[config.mk]
export PLATFORM = sky130hd
export DESIGN_NAME = dtpc_pos
export DESIGN_NICKNAME = d
export VERILOG_FILES = /design/src/rtl/dtpc_pkg.sv /design/src/rtl/dtpc_pos.sv
export SDC_FILE = /design/constraint.sdc
export NUM_CORES = 1
export LEC_CHECK = 0
export BUFFER_PORTS_ARGS = -buffer_cell sky130_fd_sc_hd__buf_4
export CAP_MARGIN = 30
export CORE_ASPECT_RATIO = 2
export CORE_MARGIN = 4
export CORE_UTILIZATION = 50
export CTS_BUF_LIST = sky130_fd_sc_hd__clkbuf_2 sky130_fd_sc_hd__clkbuf_4 sky130_fd_sc_hd__clkbuf_8
export CTS_CLUSTER_SIZE = 40
export DETAILED_ROUTE_END_ITERATION = 7
export GPL_ROUTABILITY_DRIVEN = 0
export PLACE_DENSITY = 0.82
export SKIP_LAST_GASP = 1
export SYNTH_ARGS = -nofsm -noshare
export SYNTH_HDL_FRONTEND = slang
export SYNTH_SLANG_ARGS = --single-unit
[constraint.sdc]
create_clock -name clk -period 7.2 [get_ports clk]
set_clock_uncertainty 0.15 [all_clocks]
set_input_delay 0.36 -clock clk [delete_from_list [all_inputs] [get_ports clk]]
set_output_delay 0.36 -clock clk [all_outputs]
set_load 0.1 [all_outputs]
[src/rtl/dtpc_pkg.sv]
// Shared types and constants for the diagonal triple pattern counter.
// No dependencies; imported by the core, dtpc_pos and dtpc_sum.
`default_nettype none

package dtpc_pkg;

  // field widths
  localparam int SYM_W    = 8;
  localparam int GEOM_W   = 11;
  localparam int CFG_W    = 11;
  localparam int CFG_IDX_W = 3;

  // prefix sum widths, one per pattern stage
  localparam int SUM1_W = 21;
  localparam int SUM2_W = 39;
  localparam int SUM3_W = 55;

  // default grid limits
  localparam int MAX_COLS_DEF = 1024;
  localparam int MAX_ROWS_DEF = 1024;

  // configuration register indexes
  localparam logic [CFG_IDX_W-1:0] REG_GRID_ROWS     = 3'd0;
  localparam logic [CFG_IDX_W-1:0] REG_GRID_COLS     = 3'd1;
  localparam logic [CFG_IDX_W-1:0] REG_FIRST_SYMBOL  = 3'd2;
  localparam logic [CFG_IDX_W-1:0] REG_SECOND_SYMBOL = 3'd3;
  localparam logic [CFG_IDX_W-1:0] REG_THIRD_SYMBOL  = 3'd4;

  // register reset values
  localparam logic [GEOM_W-1:0] GRID_ROWS_RST     = 11'd1;
  localparam logic [GEOM_W-1:0] GRID_COLS_RST     = 11'd1;
  localparam logic [SYM_W-1:0]  FIRST_SYMBOL_RST  = 8'd58;  // ':'
  localparam logic [SYM_W-1:0]  SECOND_SYMBOL_RST = 8'd45;  // '-'
  localparam logic [SYM_W-1:0]  THIRD_SYMBOL_RST  = 8'd41;  // ')'

  // position flags of one cell, handed from the position counter to the datapath
  typedef struct packed {
    logic top;   // a row above exists
    logic lft;   // a column to the left exists
    logic last;  // final cell of the frame
  } cell_info_t;

endpackage

`default_nettype wire

[src/rtl/dtpc_pos.sv]
// Row and column position counter with geometry clamping.
// Depends on dtpc_pkg; produces the per-cell flags and line buffer address.
`default_nettype none

module dtpc_pos
  import dtpc_pkg::*;
#(
  parameter int MAX_COLS = MAX_COLS_DEF,
  parameter int MAX_ROWS = MAX_ROWS_DEF,
  localparam int CW = (MAX_COLS > 1) ? $clog2(MAX_COLS) : 1,
  localparam int RW = (MAX_ROWS > 1) ? $clog2(MAX_ROWS) : 1
) (
  input  wire logic              clk,
  input  wire logic              rst_n,
  input  wire logic              acc_i,
  input  wire logic [GEOM_W-1:0] grid_rows_i,
  input  wire logic [GEOM_W-1:0] grid_cols_i,
  output cell_info_t             cell_o,
  output logic      [CW-1:0]     addr_o
);

  localparam int PW    = (CW > RW) ? CW : RW;
  localparam int CMP_W = (PW + 1 > GEOM_W) ? PW + 1 : GEOM_W;

  localparam logic [CMP_W-1:0] MAX_C = CMP_W'(MAX_COLS);
  localparam logic [CMP_W-1:0] MAX_R = CMP_W'(MAX_ROWS);
  localparam logic [CMP_W-1:0] ONE   = CMP_W'(1);

  logic [CW-1:0]    col_r, col_nxt;
  logic [RW-1:0]    row_r, row_nxt;
  logic [CMP_W-1:0] cols_g, rows_g, cols_eff, rows_eff;
  logic [CMP_W-1:0] col_inc, row_inc;
  logic             last_col, last_row;

  // clamp geometry to 1..max
  always_comb begin
    cols_g   = CMP_W'(grid_cols_i);
    rows_g   = CMP_W'(grid_rows_i);
    cols_eff = (cols_g == '0) ? ONE : ((cols_g > MAX_C) ? MAX_C : cols_g);
    rows_eff = (rows_g == '0) ? ONE : ((rows_g > MAX_R) ? MAX_R : rows_g);
  end

  // end of row and end of frame detection
  assign col_inc  = CMP_W'(col_r) + ONE;
  assign row_inc  = CMP_W'(row_r) + ONE;
  assign last_col = !(col_inc < cols_eff);
  assign last_row = !(row_inc < rows_eff);

  always_comb begin
    col_nxt = col_r;
    row_nxt = row_r;
    if (acc_i) begin
      if (last_col) begin
        col_nxt = '0;
        row_nxt = last_row ? '0 : row_inc[RW-1:0];
      end else begin
        col_nxt = col_inc[CW-1:0];
      end
    end
  end

  always_ff @(posedge clk) begin
    if (!rst_n) begin
      col_r <= '0;
      row_r <= '0;
    end else begin
      col_r <= col_nxt;
      row_r <= row_nxt;
    end
  end

  // flags of the cell at the current position
  always_comb begin
    cell_o.top  = (row_r != '0);
    cell_o.lft  = (col_r != '0);
    cell_o.last = last_col && last_row;
  end

  assign addr_o = col_r;

endmodule

`default_nettype wire

# Yosys cells after proc, flatten, opt, wreduce, memory -nomap -nowiden
# Cells that the tools add are included.
# op_classes
add_sub_neg	2
order_cmp	4
mux	6
n_bitwise	1
n_reduce_logical	8
# op_table
cell	count
$mux 11	4
$add 10x1->11 const B	2
$gt 11x11->1 const B	2
$logic_not 11->1	2
$lt 11x11->1	2
$mux 10	2
$reduce_bool 10->1	2
$logic_not 1->1	2
$reduce_and 2->1	1
$logic_and 1x1->1	1
$not 1->1	1
# word_totals
reg_bits	20
out_inout_bits	13
elab_cells	23

# Depth between registers and ports, before layout
# depth
word_depth	6
ltp_mapped	14

# Least setup slack after synthesis
# No wires, ideal clock.
# synth_path
kind	register to output
startpoint	reg col_r[2] (netlist: addr_o[2])
endpoint	out cell_o[0] (netlist bit)
arrival_ns	4.274
t_required_ns	6.690
slack_ns	2.416
path_stages_with_launch	13
path_cell_list	dfxtp_1 buf_2 and3_1 and3_1 and3_1 nand3_1 xnor2_1 ha_1 nand2_1 nor2_1 o21ai_0 and2_1 nor2_1
# synth_rtl
element	line	source
start: declaration	dtpc_pos.sv:29	logic [CW-1:0] col_r, col_nxt;
start signal: assignment	dtpc_pos.sv:67	col_r <= col_nxt;
end: declaration	dtpc_pos.sv:18	output cell_info_t cell_o,

==> metrics.cfg <==
[status]
status = complete, no violations

[setup_path]
rrSetupSlack_ns = 3.62
reg2regPathDepth = 12
crit_chain = ha_1, and3_1, and3_1, nand3_1, xnor2_1, ha_1, a211oi_1, nor2_1, a2111oi_1, o21a_1, nor2_1, buf_4
rr_endpoint = addr_o[3]
end_kind = output pin
start_kind = register
r2r_start = addr_o[2]
crit_arrival_ns = 3.47
slowest_stage = o21a_1
crit_start = row_r[0]
worst-path-max-fanout = 10
setup.worst_path.end = cell_o[0]
path_class = reg2out
cp_slowest_stage_delay_ns = 0.51
worstPathRequired_ns = 6.69

[synthesis]
yosys.area.top_type_share_pct = 20.28
ys_seq_area_share_pct = 20.28
synth-edff-count = 0
synth_commonest_cells = nand2_1, ha_1, dfxtp_1
synth.most_common_cell = nand2_1
ys_seq_elements = 20
syn_nets = 294
ys_async_sr_fraction_pct = 0
synthFlopType = dfxtp_1
synth.area.top_cells = dfxtp_1, ha_1, nand2_1
yosysWarnings = 0
syn_inst = 245
syn_area_per_cell_um2 = 8.059
syn-cell-area_mm2 = 0.001974
synth_top_area_cell = dfxtp_1
synth_cell_types = 42

[timing]
slew_headroom_pct = 65.19
worstMarginPinSlew_ns = 0.5211
hold_ws_ns = 0.2271
tns_ns = 0
setup_viol = 0
final.period_utilization_pct = 55.32
min_period_ns = 3.983
max_freq_mhz = 251.1
finalHoldViolCount = 0
maxSlewViolCount = 0
rsz0062_at_grt = false

[floorplan]
top_level_ports = 38
die_width_um = 52.44
initial_core_util_pct = 51.37
die-area_mm2 = 0.005079
core_area_mm2 = 0.003844
rows = 32
die_h_um = 96.87

[route]
drt_drc_violations_left = 0
routed-via-count = 1926
ant_nets = 0
firstDrtPassIters = 4
wl_um = 4746
post_drt_wl_per_cell_um = 14.56
viasPerCell = 5.908
drt-initial-drc-count = 40

[clocking]
cts_tree = built
clkSinkCount = 20
ctsResizeCount = 0
htree_levels = 1
cts_hold_buf = 0
cts_root_buf = clkbuf_8
clk_pin_slew_ns = 0.07
cts.path.max_buffers = 2
cts_buffers = 3
clk_latency_ns = 0.26
post-cts-setup-buffers = 0

[min_path]
hp-class = in2reg

[global_route]
grt_pass1_wl_um = 7665
grt_pass1_vias = 1826
grt_overflow = 0
grt_usage_pct = 19.45
grt_max_degree = 32
use_met1_pct = 16.44
gr-usage-met3_pct = 2.003
antenna_found_initial = 0
use_met2_pct = 38.70
top_usage_layer = met2

[place]
place.detailed.instances = 323
port_buffers = 37
hpwl_um = 3930

[finish]
layout-drive-gt1-share_pct = 19.64
finalNetCount = 326
stdcell_count = 326
utilization_pct = 59.11
diodes = 0
num-fill-cells = 391
syn2layout_area_growth_pct = 15.08

[pwr]
power_density_mw_per_mm2 = 113.7
power.leakage_nw = 1.051
fin_total_pwr_mw = 0.2583
peakVddDrop_mv = 0.1397

[run]
drv_cap = 0

[worst min-delay path by stage]
stage / start / end / cells after the start
2_1_floorplan: row_r[9] / row_r[9] / 2
3_3_place_gp: row_r[1] / row_r[1] / 2
3_5_place_dp: row_r[1] / row_r[1] / 2
4_1_cts: acc_i / addr_o[9] / 2
5_1_grt: acc_i / addr_o[9] / 2
6_report: acc_i / addr_o[9] / 2
[final cells by class]
type,instances,area [um2],share of cell area [%]
Sequential cell,20,400.4,17.62
Tap cell,51,63.81,2.808
Multi-Input combinational cell,208,1463,64.37
Inverter,7,26.28,1.156
Timing Repair Buffer,37,277.8,12.22
Clock buffer,3,41.29,1.817
[metal layers]
layer  vias to the layer above  share of wire, %
li1                        960                 -
met1                       903                36
met2                        53                57
met3                        10               3.0
met4                         0               3.6
met5                         -                 0
[registers in the layout, indices dropped and copies added, names as in the netlist]
signal and cells:
addr_o 10, row_r 10
[where the power goes]
group	switching [mW]	total [mW]	internal (mW)
clock	0.0345	0.0717	0.0372
combinational	0.0470	0.0717	0.0248
sequential	0.00263	0.115	0.112
[cells in the final DEF (no fill, tap or decap), types with 3 or more instances in the layout]
master,count
nand2_1,44
buf_4,37
ha_1,24
dfxtp_1,20
nor2_1,13
o21ai_0,13
and3_1,12
xor2_1,10
nand3_1,9
nand4_1,9
a21oi_1,8
nand3b_1,7
xnor2_1,6
inv_1,6
nor2b_1,6
o221ai_2,6
a22o_1,6
nor3_1,4
nor4_1,4
nand4b_1,4
a211oi_1,3
a21boi_0,3
clkbuf_8,3
[critical path: cells and delay by family, from the launching register on]
family	cells	cell delay (ns)
compound gates	3	1.04
simple gates	5	0.83
fa+ha+maj	2	0.56
flops	1	0.39
buf+inv	1	0.25
xor+xnor	1	0.15
[cells by family (layout without fill, tap and decap cells)]
family | Yosys count | count (layout) | share of synthesized area [%]
xor gates and xnor gates | 16 | 16 | 7.097
buffers and inverters | 17 | 47 | 5.639
adders and majority gates | 24 | 24 | 15.21
and+or+nand+nor | 120 | 120 | 32.70
AOI/OAI and AO/OA | 48 | 48 | 19.08
DFF | 20 | 20 | 20.28
[metrics by stage]
step                      setup WS, ns  cell area, um2
after floorplan                  2.416            1974
after global placement           3.540            2231
after detailed placement         3.455            2231
after CTS                        3.171            2272
after global routing             2.929            2272
final                            3.217            2272
(Power assumes the default switching activity.)
